--- src/hdl/sql_statement_splitter_assert.svh ---
// Assertion macros for the SQL statement splitter.
`ifndef SQL_STATEMENT_SPLITTER_ASSERT_SVH
`define SQL_STATEMENT_SPLITTER_ASSERT_SVH

`ifndef SYNTHESIS

`define SSS_ASSERT_IMP(lbl, clk, rst_n, ante, cons) \
  lbl: assert property (@(posedge clk) disable iff (!rst_n) (ante) |-> (cons)) \
    else $error("sql_statement_splitter: same-cycle check failed");

`define SSS_ASSERT_NXT(lbl, clk, rst_n, ante, cons) \
  lbl: assert property (@(posedge clk) disable iff (!rst_n) (ante) |=> (cons)) \
    else $error("sql_statement_splitter: next-cycle check failed");

`else

`define SSS_ASSERT_IMP(lbl, clk, rst_n, ante, cons)
`define SSS_ASSERT_NXT(lbl, clk, rst_n, ante, cons)

`endif

`endif

--- src/hdl/sss_pkg.sv ---
// Shared constants, types and helpers for the SQL statement splitter.
package sss_pkg;

  localparam int WS_HOLD_DEPTH_DEF = 32;

  localparam logic [7:0] CH_SEMI   = 8'h3B;
  localparam logic [7:0] CH_DASH   = 8'h2D;
  localparam logic [7:0] CH_SLASH  = 8'h2F;
  localparam logic [7:0] CH_STAR   = 8'h2A;
  localparam logic [7:0] CH_SQUOTE = 8'h27;
  localparam logic [7:0] CH_DQUOTE = 8'h22;
  localparam logic [7:0] CH_LF     = 8'h0A;
  localparam logic [7:0] CH_CR     = 8'h0D;
  localparam logic [7:0] CH_TAB    = 8'h09;
  localparam logic [7:0] CH_VT     = 8'h0B;
  localparam logic [7:0] CH_FF     = 8'h0C;
  localparam logic [7:0] CH_SPACE  = 8'h20;

  typedef logic [1:0] kind_t;
  localparam kind_t KIND_NONE  = 2'd0;
  localparam kind_t KIND_WS    = 2'd1;
  localparam kind_t KIND_CHAR  = 2'd2;
  localparam kind_t KIND_CLOSE = 2'd3;

  typedef struct packed {
    logic load;
    logic proc;
    logic sel_cur;
    logic gen_ws;
    logic gen_char;
    logic gen_end;
    logic clear_all;
    logic fin;
  } sss_cmd_t;

  typedef struct packed {
    kind_t kind;
    logic  ws_empty;
    logic  fl_last;
    logic  gen_rdy;
    logic  fin_done;
  } sss_sts_t;

  function automatic logic is_ws(input logic [7:0] c);
    return (c == CH_SPACE) || (c == CH_TAB) || (c == CH_LF) ||
           (c == CH_VT) || (c == CH_FF) || (c == CH_CR);
  endfunction

endpackage

--- src/hdl/sql_statement_splitter.sv ---
// Top level: strips SQL comments, trims whitespace and splits statements on semicolons.
// Sequential: one input beat in flight; each beat is accepted, processed and finished,
// with a flush step per held whitespace byte and an emit step per kept byte and
// semicolon, and an in_tlast beat adds a lookahead and a close step; at most WS_HOLD_DEPTH + 3 results per beat.
// Results leave through a one-deep staging register and an output register.
// Reset (rst_n low, synchronous) clears all lexer, statement and handshake state.
`include "sql_statement_splitter_assert.svh"

module sql_statement_splitter #(
  parameter int WS_HOLD_DEPTH = sss_pkg::WS_HOLD_DEPTH_DEF
) (
  input  logic       clk,
  input  logic       rst_n,
  input  logic       in_tvalid,
  output logic       in_tready,
  input  logic [7:0] in_tdata,   // [7:0] in_byte
  input  logic       in_tlast,   // end_of_script
  output logic       out_tvalid,
  input  logic       out_tready,
  output logic [7:0] out_tdata,  // [7:0] out_byte
  output logic [2:0] out_tuser,  // [0] byte_valid, [1] statement_end, [2] ws_overflow
  output logic       out_tlast   // run_last
);
  import sss_pkg::*;

  sss_cmd_t cmd;
  sss_sts_t sts;

  sss_ctrl u_ctrl (
    .clk       (clk),
    .rst_n     (rst_n),
    .in_tvalid (in_tvalid),
    .in_tlast  (in_tlast),
    .in_tready (in_tready),
    .sts       (sts),
    .cmd       (cmd)
  );

  sss_datapath #(
    .WS_HOLD_DEPTH (WS_HOLD_DEPTH)
  ) u_datapath (
    .clk        (clk),
    .rst_n      (rst_n),
    .in_tdata   (in_tdata),
    .cmd        (cmd),
    .sts        (sts),
    .out_tvalid (out_tvalid),
    .out_tready (out_tready),
    .out_tdata  (out_tdata),
    .out_tuser  (out_tuser),
    .out_tlast  (out_tlast)
  );

  `SSS_ASSERT_NXT(a_one_beat_inflight, clk, rst_n, in_tvalid && in_tready, !in_tready)
  `SSS_ASSERT_IMP(a_byte_or_end, clk, rst_n, out_tvalid, out_tuser[0] != out_tuser[1])
  `SSS_ASSERT_IMP(a_end_zero_byte, clk, rst_n, out_tvalid && out_tuser[1], out_tdata == 8'd0)
  `SSS_ASSERT_IMP(a_no_accept_on_out, clk, rst_n, in_tready, sts.fin_done)

endmodule

--- src/hdl/sss_datapath.sv ---
// Datapath: lexer state, whitespace hold memory, result staging and output register.
module sss_datapath #(
  parameter int WS_HOLD_DEPTH = sss_pkg::WS_HOLD_DEPTH_DEF
) (
  input  logic              clk,
  input  logic              rst_n,
  input  logic [7:0]        in_tdata,
  input  sss_pkg::sss_cmd_t cmd,
  output sss_pkg::sss_sts_t sts,
  output logic              out_tvalid,
  input  logic              out_tready,
  output logic [7:0]        out_tdata,
  output logic [2:0]        out_tuser,
  output logic              out_tlast
);
  import sss_pkg::*;

  localparam int CW = $clog2(WS_HOLD_DEPTH + 1);
  localparam int AW = (WS_HOLD_DEPTH > 1) ? $clog2(WS_HOLD_DEPTH) : 1;
  localparam logic [CW-1:0] DEPTH_C = CW'(WS_HOLD_DEPTH);

  logic [7:0]    cur_r;
  logic [7:0]    held_byte_r;
  logic          held_valid_r;
  logic          skip_r;
  logic          sq_r, dq_r, lc_r, bc_r;
  logic          has_r;
  logic [CW-1:0] ws_count_r;
  logic          drop_r;
  logic [7:0]    char_r;
  logic [CW-1:0] fl_idx_r, fl_idx_nxt;
  logic [7:0]    rd_data_r;
  logic [7:0]    ws_hold [WS_HOLD_DEPTH];

  logic          pend_v_r, pend_bv_r, pend_end_r, pend_ovf_r;
  logic [7:0]    pend_byte_r;
  logic          out_v_r, out_last_r;
  logic [7:0]    out_byte_r;
  logic [2:0]    out_user_r;

  logic [7:0]    x;
  logic          has_n, run, norm, pair;
  logic          sq_n, dq_n, lc_n, bc_n;
  kind_t         kind;
  logic          out_free, gen_rdy, gen_fire, push_mid, push_fin;
  logic [7:0]    new_byte;

  always_comb begin
    x     = cmd.sel_cur ? cur_r : held_byte_r;
    has_n = !cmd.sel_cur;
    run   = (cmd.sel_cur || held_valid_r) && !skip_r;
    sq_n  = sq_r;
    dq_n  = dq_r;
    lc_n  = lc_r;
    bc_n  = bc_r;
    pair  = 1'b0;
    norm  = 1'b0;
    kind  = KIND_NONE;
    if (run) begin
      if (!sq_r && !dq_r) begin
        if (!lc_r && !bc_r && has_n && x == CH_DASH && cur_r == CH_DASH) begin
          lc_n = 1'b1;
          pair = 1'b1;
        end else if (!lc_r && !bc_r && has_n && x == CH_SLASH && cur_r == CH_STAR) begin
          bc_n = 1'b1;
          pair = 1'b1;
        end else if (bc_r && has_n && x == CH_STAR && cur_r == CH_SLASH) begin
          bc_n = 1'b0;
          pair = 1'b1;
        end else if (lc_r && (x == CH_LF || x == CH_CR)) begin
          lc_n = 1'b0;
        end else if (!lc_r && !bc_r) begin
          norm = 1'b1;
        end
      end else begin
        norm = 1'b1;
      end
      if (norm) begin
        if (x == CH_SQUOTE && !dq_r) begin
          sq_n = !sq_r;
        end else if (x == CH_DQUOTE && !sq_r) begin
          dq_n = !dq_r;
        end
        if (x == CH_SEMI && !sq_n && !dq_n) begin
          kind = KIND_CLOSE;
        end else if (is_ws(x)) begin
          kind = KIND_WS;
        end else begin
          kind = KIND_CHAR;
        end
      end
    end
  end

  assign out_free = !out_v_r || out_tready;
  assign gen_rdy  = !pend_v_r || out_free;
  assign gen_fire = gen_rdy && (cmd.gen_ws || cmd.gen_char || (cmd.gen_end && has_r));
  assign push_mid = gen_fire && pend_v_r;
  assign push_fin = cmd.fin && pend_v_r && out_free;
  assign new_byte = cmd.gen_ws ? rd_data_r : (cmd.gen_char ? char_r : 8'd0);

  always_comb begin
    if (cmd.proc) begin
      fl_idx_nxt = '0;
    end else if (cmd.gen_ws && gen_rdy) begin
      fl_idx_nxt = CW'(fl_idx_r + 1'b1);
    end else begin
      fl_idx_nxt = fl_idx_r;
    end
  end

  assign sts.kind     = kind;
  assign sts.ws_empty = (ws_count_r == '0);
  assign sts.fl_last  = (CW'(fl_idx_r + 1'b1) == ws_count_r);
  assign sts.gen_rdy  = gen_rdy;
  assign sts.fin_done = !pend_v_r || out_free;

  // hold memory: one write port, one registered read port
  always_ff @(posedge clk) begin
    if (cmd.proc && kind == KIND_WS && has_r && ws_count_r < DEPTH_C) begin
      ws_hold[ws_count_r[AW-1:0]] <= x;
    end
    rd_data_r <= ws_hold[fl_idx_nxt[AW-1:0]];
  end

  always_ff @(posedge clk) begin
    if (cmd.load) begin
      cur_r <= in_tdata;
    end
    if (cmd.proc) begin
      char_r <= x;
    end
    if (gen_fire) begin
      pend_byte_r <= new_byte;
      pend_bv_r   <= cmd.gen_ws || cmd.gen_char;
      pend_end_r  <= cmd.gen_end;
      pend_ovf_r  <= drop_r;
    end
    if (push_mid || push_fin) begin
      out_byte_r <= pend_byte_r;
      out_user_r <= {pend_ovf_r, pend_end_r, pend_bv_r};
      out_last_r <= push_fin;
    end
  end

  always_ff @(posedge clk) begin
    if (!rst_n) begin
      held_byte_r  <= 8'd0;
      held_valid_r <= 1'b0;
      skip_r       <= 1'b0;
      sq_r         <= 1'b0;
      dq_r         <= 1'b0;
      lc_r         <= 1'b0;
      bc_r         <= 1'b0;
      has_r        <= 1'b0;
      ws_count_r   <= '0;
      drop_r       <= 1'b0;
      fl_idx_r     <= '0;
      pend_v_r     <= 1'b0;
      out_v_r      <= 1'b0;
    end else begin
      fl_idx_r <= fl_idx_nxt;
      if (cmd.proc) begin
        sq_r   <= sq_n;
        dq_r   <= dq_n;
        lc_r   <= lc_n;
        bc_r   <= bc_n;
        skip_r <= pair;
        if (!cmd.sel_cur) begin
          held_byte_r  <= cur_r;
          held_valid_r <= 1'b1;
        end
        if (kind == KIND_WS && has_r) begin
          if (ws_count_r < DEPTH_C) begin
            ws_count_r <= CW'(ws_count_r + 1'b1);
          end else begin
            drop_r <= 1'b1;
          end
        end
      end
      if (cmd.gen_char && gen_rdy) begin
        has_r      <= 1'b1;
        ws_count_r <= '0;
      end
      if (cmd.gen_end && gen_rdy) begin
        has_r      <= 1'b0;
        ws_count_r <= '0;
        drop_r     <= 1'b0;
      end
      if (cmd.clear_all) begin
        held_byte_r  <= 8'd0;
        held_valid_r <= 1'b0;
        skip_r       <= 1'b0;
        sq_r         <= 1'b0;
        dq_r         <= 1'b0;
        lc_r         <= 1'b0;
        bc_r         <= 1'b0;
      end
      if (gen_fire) begin
        pend_v_r <= 1'b1;
      end else if (push_fin) begin
        pend_v_r <= 1'b0;
      end
      if (push_mid || push_fin) begin
        out_v_r <= 1'b1;
      end else if (out_tready) begin
        out_v_r <= 1'b0;
      end
    end
  end

  assign out_tvalid = out_v_r;
  assign out_tdata  = out_byte_r;
  assign out_tuser  = out_user_r;
  assign out_tlast  = out_last_r;

endmodule

--- src/hdl/sss_ctrl.sv ---
// Controller: sequences lookahead processing, whitespace flush and statement close per beat.
module sss_ctrl (
  input  logic              clk,
  input  logic              rst_n,
  input  logic              in_tvalid,
  input  logic              in_tlast,
  output logic              in_tready,
  input  sss_pkg::sss_sts_t sts,
  output sss_pkg::sss_cmd_t cmd
);
  import sss_pkg::*;

  localparam logic [2:0] S_IDLE  = 3'd0;
  localparam logic [2:0] S_PH    = 3'd1;
  localparam logic [2:0] S_PL    = 3'd2;
  localparam logic [2:0] S_FLUSH = 3'd3;
  localparam logic [2:0] S_CHAR  = 3'd4;
  localparam logic [2:0] S_ENDM  = 3'd5;
  localparam logic [2:0] S_CLOSE = 3'd6;
  localparam logic [2:0] S_FIN   = 3'd7;

  logic [2:0] state_r, state_nxt;
  logic       last_r, last_nxt;
  logic       phase_l_r, phase_l_nxt;
  logic [2:0] after_emit;

  assign after_emit = phase_l_r ? S_CLOSE : (last_r ? S_PL : S_FIN);

  always_comb begin
    state_nxt   = state_r;
    last_nxt    = last_r;
    phase_l_nxt = phase_l_r;
    cmd         = '0;
    in_tready   = 1'b0;
    case (state_r)
      S_IDLE: begin
        in_tready = 1'b1;
        if (in_tvalid) begin
          cmd.load    = 1'b1;
          last_nxt    = in_tlast;
          phase_l_nxt = 1'b0;
          state_nxt   = S_PH;
        end
      end
      S_PH: begin
        cmd.proc = 1'b1;
        case (sts.kind)
          KIND_CHAR:  state_nxt = sts.ws_empty ? S_CHAR : S_FLUSH;
          KIND_CLOSE: state_nxt = S_ENDM;
          default:    state_nxt = last_r ? S_PL : S_FIN;
        endcase
      end
      S_PL: begin
        cmd.proc    = 1'b1;
        cmd.sel_cur = 1'b1;
        phase_l_nxt = 1'b1;
        case (sts.kind)
          KIND_CHAR:  state_nxt = sts.ws_empty ? S_CHAR : S_FLUSH;
          KIND_CLOSE: state_nxt = S_ENDM;
          default:    state_nxt = S_CLOSE;
        endcase
      end
      S_FLUSH: begin
        cmd.gen_ws = 1'b1;
        if (sts.gen_rdy && sts.fl_last) begin
          state_nxt = S_CHAR;
        end
      end
      S_CHAR: begin
        cmd.gen_char = 1'b1;
        if (sts.gen_rdy) begin
          state_nxt = after_emit;
        end
      end
      S_ENDM: begin
        cmd.gen_end = 1'b1;
        if (sts.gen_rdy) begin
          state_nxt = after_emit;
        end
      end
      S_CLOSE: begin
        cmd.gen_end   = 1'b1;
        cmd.clear_all = 1'b1;
        if (sts.gen_rdy) begin
          state_nxt = S_FIN;
        end
      end
      S_FIN: begin
        cmd.fin = 1'b1;
        if (sts.fin_done) begin
          state_nxt = S_IDLE;
        end
      end
      default: state_nxt = S_IDLE;
    endcase
  end

  always_ff @(posedge clk) begin
    if (!rst_n) begin
      state_r   <= S_IDLE;
      last_r    <= 1'b0;
      phase_l_r <= 1'b0;
    end else begin
      state_r   <= state_nxt;
      last_r    <= last_nxt;
      phase_l_r <= phase_l_nxt;
    end
  end

endmodule
--- config.mk ---
export PLATFORM = sky130hd
export DESIGN_NAME = sql_statement_splitter
export DESIGN_NICKNAME = d
export VERILOG_FILES = /design/src/hdl/sss_pkg.sv /design/src/hdl/sql_statement_splitter.sv /design/src/hdl/sss_datapath.sv /design/src/hdl/sss_ctrl.sv
export VERILOG_INCLUDE_DIRS = /design/src /design/src/hdl
export SDC_FILE = /design/constraint.sdc
export NUM_CORES = 1
export LEC_CHECK = 0
export BUFFER_PORTS_ARGS = -buffer_cell sky130_fd_sc_hd__buf_2
export CAP_MARGIN = 20
export CORE_UTILIZATION = 55
export CTS_CLUSTER_SIZE = 20
export DETAILED_ROUTE_END_ITERATION = 6
export GPL_TIMING_DRIVEN = 0
export PLACE_DENSITY = 0.83
export SLEW_MARGIN = 0
export SYNTH_ARGS = -nofsm -noshare
export SYNTH_HDL_FRONTEND = slang
export SYNTH_HIERARCHICAL = 1
export SYNTH_SLANG_ARGS = --single-unit
export TNS_END_PERCENT = 30
--- constraint.sdc ---
create_clock -name clk -period 4.48 [get_ports clk]
set_input_delay 0.448 -clock clk [delete_from_list [all_inputs] [get_ports clk]]
set_output_delay 0.448 -clock clk [all_outputs]
set_load 0.05 [all_outputs]
Yosys cells after proc, flatten, opt, wreduce, memory -nomap -nowiden
Memories as Yosys holds them, arrays and structs flattened. A register that Yosys moved wholly into a read port is not among the register bits.
Cells that the tools add are included.
{"block": "word_totals", "register_bits": 74, "ramBits": 256, "in_bits": 13, "out_inout_bits": 14, "elab_cells": 204, "n_memories": 1}
{"block": "op_classes", "add_sub_neg": 2, "magnitude_cmp": 1, "eq_ne": 33, "mux": 63, "bitwise_logic": 4, "reduce_logical": 74}
{"memory": "u_datapath.ws_hold", "depth": 32, "word_bits": 8, "read_ports": 1, "rd_ports_with_merged_regs": 1, "write_ports": 1, "line_no": "sss_datapath.sv:33", "source": "logic [7:0] ws_hold [WS_HOLD_DEPTH];"}
{"operator": "8-bit by 6-bit equality test with 1-bit output (second input constant)", "n": 10}
{"operator": "1-bit 2-to-1 mux", "n": 42}
{"operator": "8-bit by 4-bit equality test with 1-bit output (second input constant)", "n": 5}
{"operator": "1-bit logical AND", "n": 29}
{"operator": "3-bit 2-to-1 mux", "n": 8}
{"operator": "8-bit 2-to-1 mux", "n": 3}
{"operator": "3-bit one-hot mux with 7 select lines", "n": 1}
{"operator": "6-bit by 1-bit adder with 6-bit output (second input constant)", "n": 2}
{"operator": "3-bit equality test (second input constant)", "n": 4}
{"operator": "1-bit logical OR", "n": 12}
{"operator": "2-bit by 1-bit != test with 1-bit output (second input constant)", "n": 6}
{"operator": "3-bit one-hot mux with 2 select lines", "n": 2}
{"operator": "2-bit OR reduction", "n": 6}
{"operator": "1-bit logical NOT", "n": 10}
{"operator": "5-bit 2-to-1 mux", "n": 2}
{"operator": "5-bit AND reduction", "n": 2}
{"operator": "2-bit nonzero test", "n": 5}
{"operator": "3-bit AND reduction", "n": 3}
{"operator": "2-bit 2-to-1 mux", "n": 4}
{"operator": "3-bit by 2-bit equality test with 1-bit output (second input constant)", "n": 2}
{"operator": "6-bit equality test", "n": 1}
{"operator": "6-bit logical NOT", "n": 1}
{"operator": "6-bit less-than comparator (second input constant)", "n": 1}
{"operator": "2-bit AND reduction", "n": 3}
{"operator": "other kinds (9)", "n": 13}

Longest topological paths before layout
Gate-level depths: netlist (run 1).
{"block": "depth", "ltp_word": 26, "ltp_mapped": 17, "depth_no_buf": 14}

By module
Netlist (run 1), hierarchy kept.
{"mod": "sss_datapath", "instances": 1, "cells_per_inst": 1004, "area_per_inst_um2": 13914.6, "seq_area_each_um2": 9619.2}
{"mod": "sss_ctrl", "instances": 1, "cells_per_inst": 62, "area_per_inst_um2": 445.4, "seq_area_each_um2": 100.1}

Least setup slack after synthesis (run 1)
OpenSTA, ideal clock, no wires.
{"block": "synth_timing", "path_type": "flip-flop to flip-flop", "startpoint": "register u_ctrl.state_r[2]", "endpoint": "memory u_datapath.ws_hold[13][0] (enable)", "setup_time_ps": 383, "arrival_time_ps": 3492, "t_required_ps": 4097, "path_slack_ps": 604, "stages_incl_launch_ff": 15, "n_path_buf": 4, "period_less_slack_ps": 3876, "cell_sequence": "dfxtp_1 > buf_6 > inv_4 > and3_1 > buf_4 > buf_2 > mux2i_1 > inv_1 > nand2_1 > a211oi_1 > o211ai_1 > a2111oi_2 > buf_2 > nand2_2 > nor3_1"}
{"element": "start, declared", "line_no": "sss_ctrl.sv:22", "source": "logic [2:0] state_r, state_nxt;"}
{"element": "start signal, assigned", "line_no": "sss_ctrl.sv:104", "source": "state_r <= state_nxt;"}
{"element": "end, declared", "line_no": "sss_datapath.sv:33"}

==> flow_summary.json, run 1 <==
{
  "run_status": "finished with violations",
  "violations": "design-rule violations",
  "instances_no_fill": 1492,
  "grt_usage_pct": 26.7,
  "hold_buffers": 0,
  "io_buffers": 26,
  "antenna_cells": 0,
  "hold_class": "in -> reg",
  "post-route-period-util_pct": 95.5,
  "synthSimpleGateAreaFrac_pct": 11.8,
  "cts_root_buf": "clkbuf_16",
  "max-slew-margin-rel_pct": 22.9,
  "cp-start-kind": "flip-flop",
  "num_rows": 58,
  "cts_htree_levels": 2,
  "worstSkewPairLatency_ns": 0.52,
  "synthArstFlopShare_pct": 0,
  "vias": 9887,
  "grt_pass1_vias": 9274,
  "synthCells": 1066,
  "antenna_found_initial": 2,
  "arrival_ns": 4.43,
  "grt_first_pass_wirelength_mm": 53.1,
  "fmax_mhz": 234,
  "p_leak_nw": 5.51,
  "gp_congestion": 0.935,
  "initial_utilization_pct": 56.5,
  "period_needed_ns": 4.28,
  "critPathKind": "reg -> reg",
  "numCtsBuffers": 35,
  "worst-r2r-setup-slack_ns": 0.20,
  "final_nets": 1154,
  "yosys_warnings": 6,
  "cts_tree": "yes",
  "p_per_area_nw_per_um2": 577,
  "ys_ff_latch": 338,
  "ys_types": 83,
  "wl_per_cell_um": 23.9,
  "die-area_um2": 26800,
  "ant_nets": 0,
  "rsz0062_at_grt": "yes",
  "synth_edf_count": 295,
  "clk_path_buf_depth": 3,
  "utilization_pct": 64.6,
  "setup_viol": 0,
  "cp-end-kind": "flip-flop",
  "synthesis.nets": 1084,
  "die_w_um": 164,
  "critPathMaxFanout": 19,
  "ir_worst_vdd_mv": 0.524,
  "finalSetupTns_ns": 0,
  "cts.sinks": 338,
  "multi_input_area_um2": 4310,
  "synth-seq-area-share_pct": 67.7,
  "synth_compound_area_share_pct": 12.2,
  "ys.flop_type": "edfxtp_1",
  "synthAdderAreaFrac_pct": 0.436,
  "routed_wirelength_mm": 35.7,
  "grt_overflow_total": 0,
  "clkTransAtPathRegs_ns": 0.06,
  "finClkSkew_ns": 0.0111,
  "placedCellCount": 1427,
  "synth-xor-area-share_pct": 0.854,
  "drtIter0Drc": 1367,
  "fill_cells": 1800,
  "report.final.slew_viol_count": 0,
  "maxCapViolCount": 0,
  "firstDrtPassIters": 7,
  "die_h_um": 164,
  "finalHoldViolations": 0,
  "syn_to_final_growth_pct": 14.2,
  "tightest_slew_ns": 1.16,
  "regArea_um2": 9720,
  "viasPerCell": 6.63,
  "ios": 27,
  "core_area_um2": 25400,
  "post-dp-hpwl_mm": 23.1,
  "grt_max_degree": 41,
  "synth_top_family_by_area": "compound AO/OA/AOI/OAI gates",
  "avgSynthCellArea_um2": 13.5,
  "crit_required_ns": 4.63,
  "synth_area_um2": 14400,
  "drive_gt1_share_pct": 17.2,
  "route.detailed.drc": 11,
  "synth_mux_area_share_pct": 3.76
}
[routing by layer]
metal / routed length [um] / vias to the layer above / part of all wire [%] / GRT usage (%)
li1: - / 4288 / - / -
met1: 13500 / 4778 / 38 / 35.1
met5: 0 / - / 0 / 0
met4: 1650 / 0 / 4.6 / 12.1
met3: 3940 / 125 / 11 / 6.58
met2: 16600 / 696 / 47 / 42.1
[cell type report]
class,count,area share (%)
buffer,64,2.12
clock buffer,44,5.99
clock inverter,19,1.50
inverter,34,0.877
multi-input combinational,630,26.3
sequential,338,59.3
tap,330,2.52
timing repair buffer,32,1.42
timing repair inverter,1,0.0305
[kinds of logic after synthesis]
kind of cell / count (synthesis)
DFF: 338
and+or+nand+nor: 330
AOI/OAI and AO/OA: 232
buffers and inverters: 98
muxes: 49
xor gates and xnor gates: 14
adders and majority gates: 5
[registers in the layout, indices dropped and copies added, names as in the netlist, 3 cells and up]
| name | flops |
|---|---|
| u_datapath/ws_count_r | 6 |
| u_ctrl/state_r | 3 |
| u_datapath/held_byte_r | 8 |
| u_datapath/rd_data_r | 8 |
| u_datapath/ws_hold | 256 |
| u_datapath/char_r | 8 |
| u_datapath/fl_idx_r | 6 |
| u_datapath/out_tdata | 8 |
| u_datapath/pend_byte_r | 8 |
| u_datapath/out_tuser | 3 |
| u_datapath/cur_r | 8 |
[path summary, 6_finish.rpt]
| kind | from | endpoint | cells past startpoint |
|---|---|---|---|
| worst min register to register | u_datapath/pend_byte_r[5] | u_datapath/out_tdata[5] | 0 |
| worst min-delay path | in_tdata[3] | u_datapath/cur_r[3] | 1 |
| worst max-delay path | u_ctrl/state_r[0] | u_datapath/ws_hold[30][1] | 13 |
| worst max register to register | u_ctrl/state_r[0] | u_datapath/ws_hold[30][1] | 13 |
[through the flow]
step	setup slack [ns]	hold slack, ns	cell area [um^2]	total power, mW
floorplan	0.604	0.400	14400	5.53
global placement	-0.547	0.404	14900	6.18
detailed placement	-0.672	0.405	15000	6.34
CTS	-0.0244	0.0938	16300	9.38
global route	-0.0413	0.0909	16400	9.76
finish	0.199	0.103	16400	9.46
[critical path: stages, from the launching register on]
cell and delay (ns):
dfxtp_1 0.37, inv_1 0.12, and3_1 0.23, buf_4 0.13
buf_2 0.17, mux2i_2 0.28, clkinvlp_4 0.38, nand2_1 0.13
a211oi_1 0.34, o211ai_1 0.20, a2111oi_2 0.41, buf_2 0.30
nand2_2 0.30, nor2_2 0.53
[cells in the final DEF (no fill, tap or decap), types with 8 or more instances in the layout]
cell type	synthesis	layout
xnor2_1	11	11
nor3_1	14	11
mux2i_1	18	16
o21ai_0	23	23
o211ai_1	18	18
buf_6	8	8
buf_2	16	43
inv_1	31	28
nand3_1	40	40
nor2_1	70	49
nand2_1	95	95
nand4_1	8	8
nand2b_1	8	8
buf_4	7	9
clkbuf_1	28	32
dfxtp_1	43	43
a22oi_1	8	8
o22ai_1	8	8
nor2_2	2	12
a221o_1	8	8
mux2_2	27	27
a31oi_1	12	12
a222oi_1	19	19
and3_1	30	30
a311oi_1	8	8
nor2_4	0	11
clkbuf_16	0	37
a21oi_1	42	42
nor2b_1	8	8
a211oi_1	20	20
a32oi_1	9	9
edfxtp_1	295	295
[cell usage after synthesis (9+ instances only)]
cell type	count	area, um^2
xnor2_1	11	96.3
a31oi_1	12	75.1
clkbuf_1	28	105
dfxtp_1	43	861
o211ai_1	18	135
o21ai_0	23	115
buf_2	16	80.1
a21oi_1	42	210
nor3_1	14	70.1
nand3_1	40	200
mux2_2	27	304
mux2i_1	18	180
and3_1	30	188
inv_1	31	116
a32oi_1	9	78.8
a222oi_1	19	190
nor2_1	70	263
a211oi_1	20	150
nand2_1	95	357
edfxtp_1	295	8860
[what timing repair did]
| action | CTS | global route |
|---|---|---|
| resized for setup | 7 | 38 |
| pin swaps | 0 | 2 |
| cloned | 0 | 1 |
| endpoints found under the setup margin | 184 | 184 |
| buffers inserted | 0 | 1 |
[power by group]
group	internal, mW	switching (mW)	leakage (nW)
clock	1.90	1.17	0.595
sequential	4.08	0.0939	3.07
combinational	0.582	1.63	1.85
No activity file was read; power rests on OpenSTA's default activity.
==> run 2, diff against run 1 <==
--- a/config.mk
+++ b/config.mk
@@ -8,11 +8,11 @@
 export LEC_CHECK = 0
 export BUFFER_PORTS_ARGS = -buffer_cell sky130_fd_sc_hd__buf_2
 export CAP_MARGIN = 20
-export CORE_UTILIZATION = 55
+export CORE_UTILIZATION = 45
 export CTS_CLUSTER_SIZE = 20
 export DETAILED_ROUTE_END_ITERATION = 6
 export GPL_TIMING_DRIVEN = 0
-export PLACE_DENSITY = 0.83
+export PLACE_DENSITY = 0.72
 export SLEW_MARGIN = 0
 export SYNTH_ARGS = -nofsm -noshare
 export SYNTH_HDL_FRONTEND = slang
==> run 2 against run 1 <==
The run now ends clean. Hold slack improved by 0.0098 ns. Final cell count increased by 5.0%. Sequential cell count unchanged. First-iteration DRC count decreased by 26%. Critical path type unchanged. Largest cell class unchanged.
==> flow_summary.json, run 2 (same netlist as run 1, synthesis figures left out) <==
{
  "run_status": "finished clean",
  "rsz0062_at_grt": "no",
  "cts_htree_levels": 2,
  "largest_reg_flops": 256,
  "hold_class": "in -> reg",
  "final_nets": 1158,
  "cts_tree": "yes",
  "crit_required_ns": 4.83,
  "num_rows": 65,
  "finClkSkew_ns": 0.0149,
  "tightest_slew_ns": 0.937,
  "max-slew-margin-rel_pct": 37.5,
  "layout_commonest_cell": "edfxtp_1",
  "firstDrtPassIters": 5,
  "grt_usage_pct": 21.4,
  "period_needed_ns": 4.22,
  "grt_max_degree": 41,
  "report.final.slew_viol_count": 0,
  "worst-r2r-setup-slack_ns": 0.26,
  "drtIter0Drc": 1012,
  "viasPerCell": 6.14,
  "critPathKind": "reg -> reg",
  "drive_gt1_share_pct": 17.2,
  "utilization_pct": 52.2,
  "post-route-period-util_pct": 94.2,
  "die_w_um": 181,
  "finalHoldViolations": 0,
  "grt_overflow_total": 0,
  "ant_nets": 0,
  "instances_no_fill": 1566,
  "die_h_um": 181,
  "wl_per_cell_um": 22.6,
  "p_per_area_nw_per_um2": 569,
  "maxCapViolCount": 0,
  "fmax_mhz": 237,
  "clk_path_buf_depth": 3,
  "routed_wirelength_mm": 35.3,
  "arrival_ns": 4.57,
  "p_total_mw": 9.35,
  "antenna_found_initial": 0,
  "ios": 27,
  "worstSkewPairLatency_ns": 0.51,
  "cp-end-kind": "flip-flop",
  "cts_root_buf": "clkbuf_16",
  "critPathMaxFanout": 10,
  "final_cell_mix": "295 x edfxtp_1, 95 x nand2_1, 49 x nor2_1, 43 x buf_2, 43 x dfxtp_1",
  "die-area_um2": 32600,
  "cp-start-kind": "flip-flop",
  "clkTransAtPathRegs_ns": 0.06,
  "vias": 9618,
  "numCtsBuffers": 34,
  "setup_viol": 0,
  "syn_to_final_growth_pct": 14.3,
  "cts.sinks": 338,
  "core_area_um2": 31500,
  "grt_pass1_vias": 9082,
  "post-dp-hpwl_mm": 23.7,
  "ir_worst_vdd_mv": 0.517,
  "placedCellCount": 1501,
  "antenna_cells": 0,
  "initial_utilization_pct": 45.6,
  "grt_first_pass_wirelength_mm": 53.4,
  "p_leak_nw": 5.53,
  "route.detailed.drc": 0,
  "io_buffers": 26,
  "gp_congestion": 0.930,
  "fin_hold_ws_ns": 0.112
}
==> run 2: cell count changes in the layout (fill, tap and decap cells not counted), moves of 2 or more <==
cell / before / now
clkinv_4: 0 / 2
clkinvlp_4: 5 / 2
clkinv_1: 7 / 4
buf_4: 9 / 13
nor2_4: 11 / 0
nor2_2: 12 / 23
clkbuf_8: 3 / 0
clkbuf_1: 32 / 36
==> run 2: final cells by class <==
cell class	count	area (um^2)
inverters	34	140
plain buffers	64	348
well taps	402	503
repair buffers	37	290
clock buffers	45	956
multi-input cells	630	4250
fillers	2565	15100
repair inverters	1	5.00
clock inverters	15	203
flip-flops and latches	338	9720
==> run 2: metrics by stage <==
step,cell area (um^2),worst slack (ns),setup TNS [ns]
finish,16400,0.259,0
global route,16400,0.0568,0
CTS,16300,-0.0120,-0.154
detailed placement,15100,-0.779,-73.74
global placement,15000,-0.660,-58.72
floorplan,14400,0.604,0
==> run 2: path summary, 6_finish.rpt <==
check                        start                 endpoint  depth (start not counted)
max              u_ctrl/state_r[0]  u_datapath/rd_data_r[5]                         12
min                    in_tdata[3]      u_datapath/cur_r[3]                          1
max reg2reg      u_ctrl/state_r[0]  u_datapath/rd_data_r[5]                         12
min reg2reg  u_datapath/pend_ovf_r  u_datapath/out_tuser[2]                          0
==> run 2: per-layer routing <==
metal,routed length [um],up-vias,GRT usage [%]
li1,-,4303,-
met1,14500,4754,29.5
met2,16400,487,33.6
met3,3170,74,3.98
met4,1230,0,8.44
met5,0,-,0
==> run 2: power breakdown <==
group | internal, mW | total (mW) | switching [mW]
clock | 1.79 | 2.93 | 1.13
combinational | 0.622 | 2.25 | 1.63
sequential | 4.08 | 4.17 | 0.0914
total | 6.49 | 9.35 | 2.86
==> run 2: what timing repair did <==
| item | in CTS | in global routing |
|---|---|---|
| setup buffers | 0 | 2 |
| hold buffers | 0 | 0 |
| setup endpoints to repair | 216 | 180 |
| gates resized for setup | 5 | 27 |
| cloned | 1 | 0 |
| hold endpoints to repair | 0 | 0 |
==> run 2: critical path, cell delays in order, from the launching register on <==
cell      delay, ns
dfxtp_1        0.37
buf_6          0.16
nand2_1        0.14
nor2_1         0.21
buf_2          0.25
nand2b_1       0.11
o211a_4        0.28
nor2_2         0.21
buf_1          0.57
mux2_2         0.42
a222oi_1       0.46
o22ai_1        0.24
or4b_1         0.63
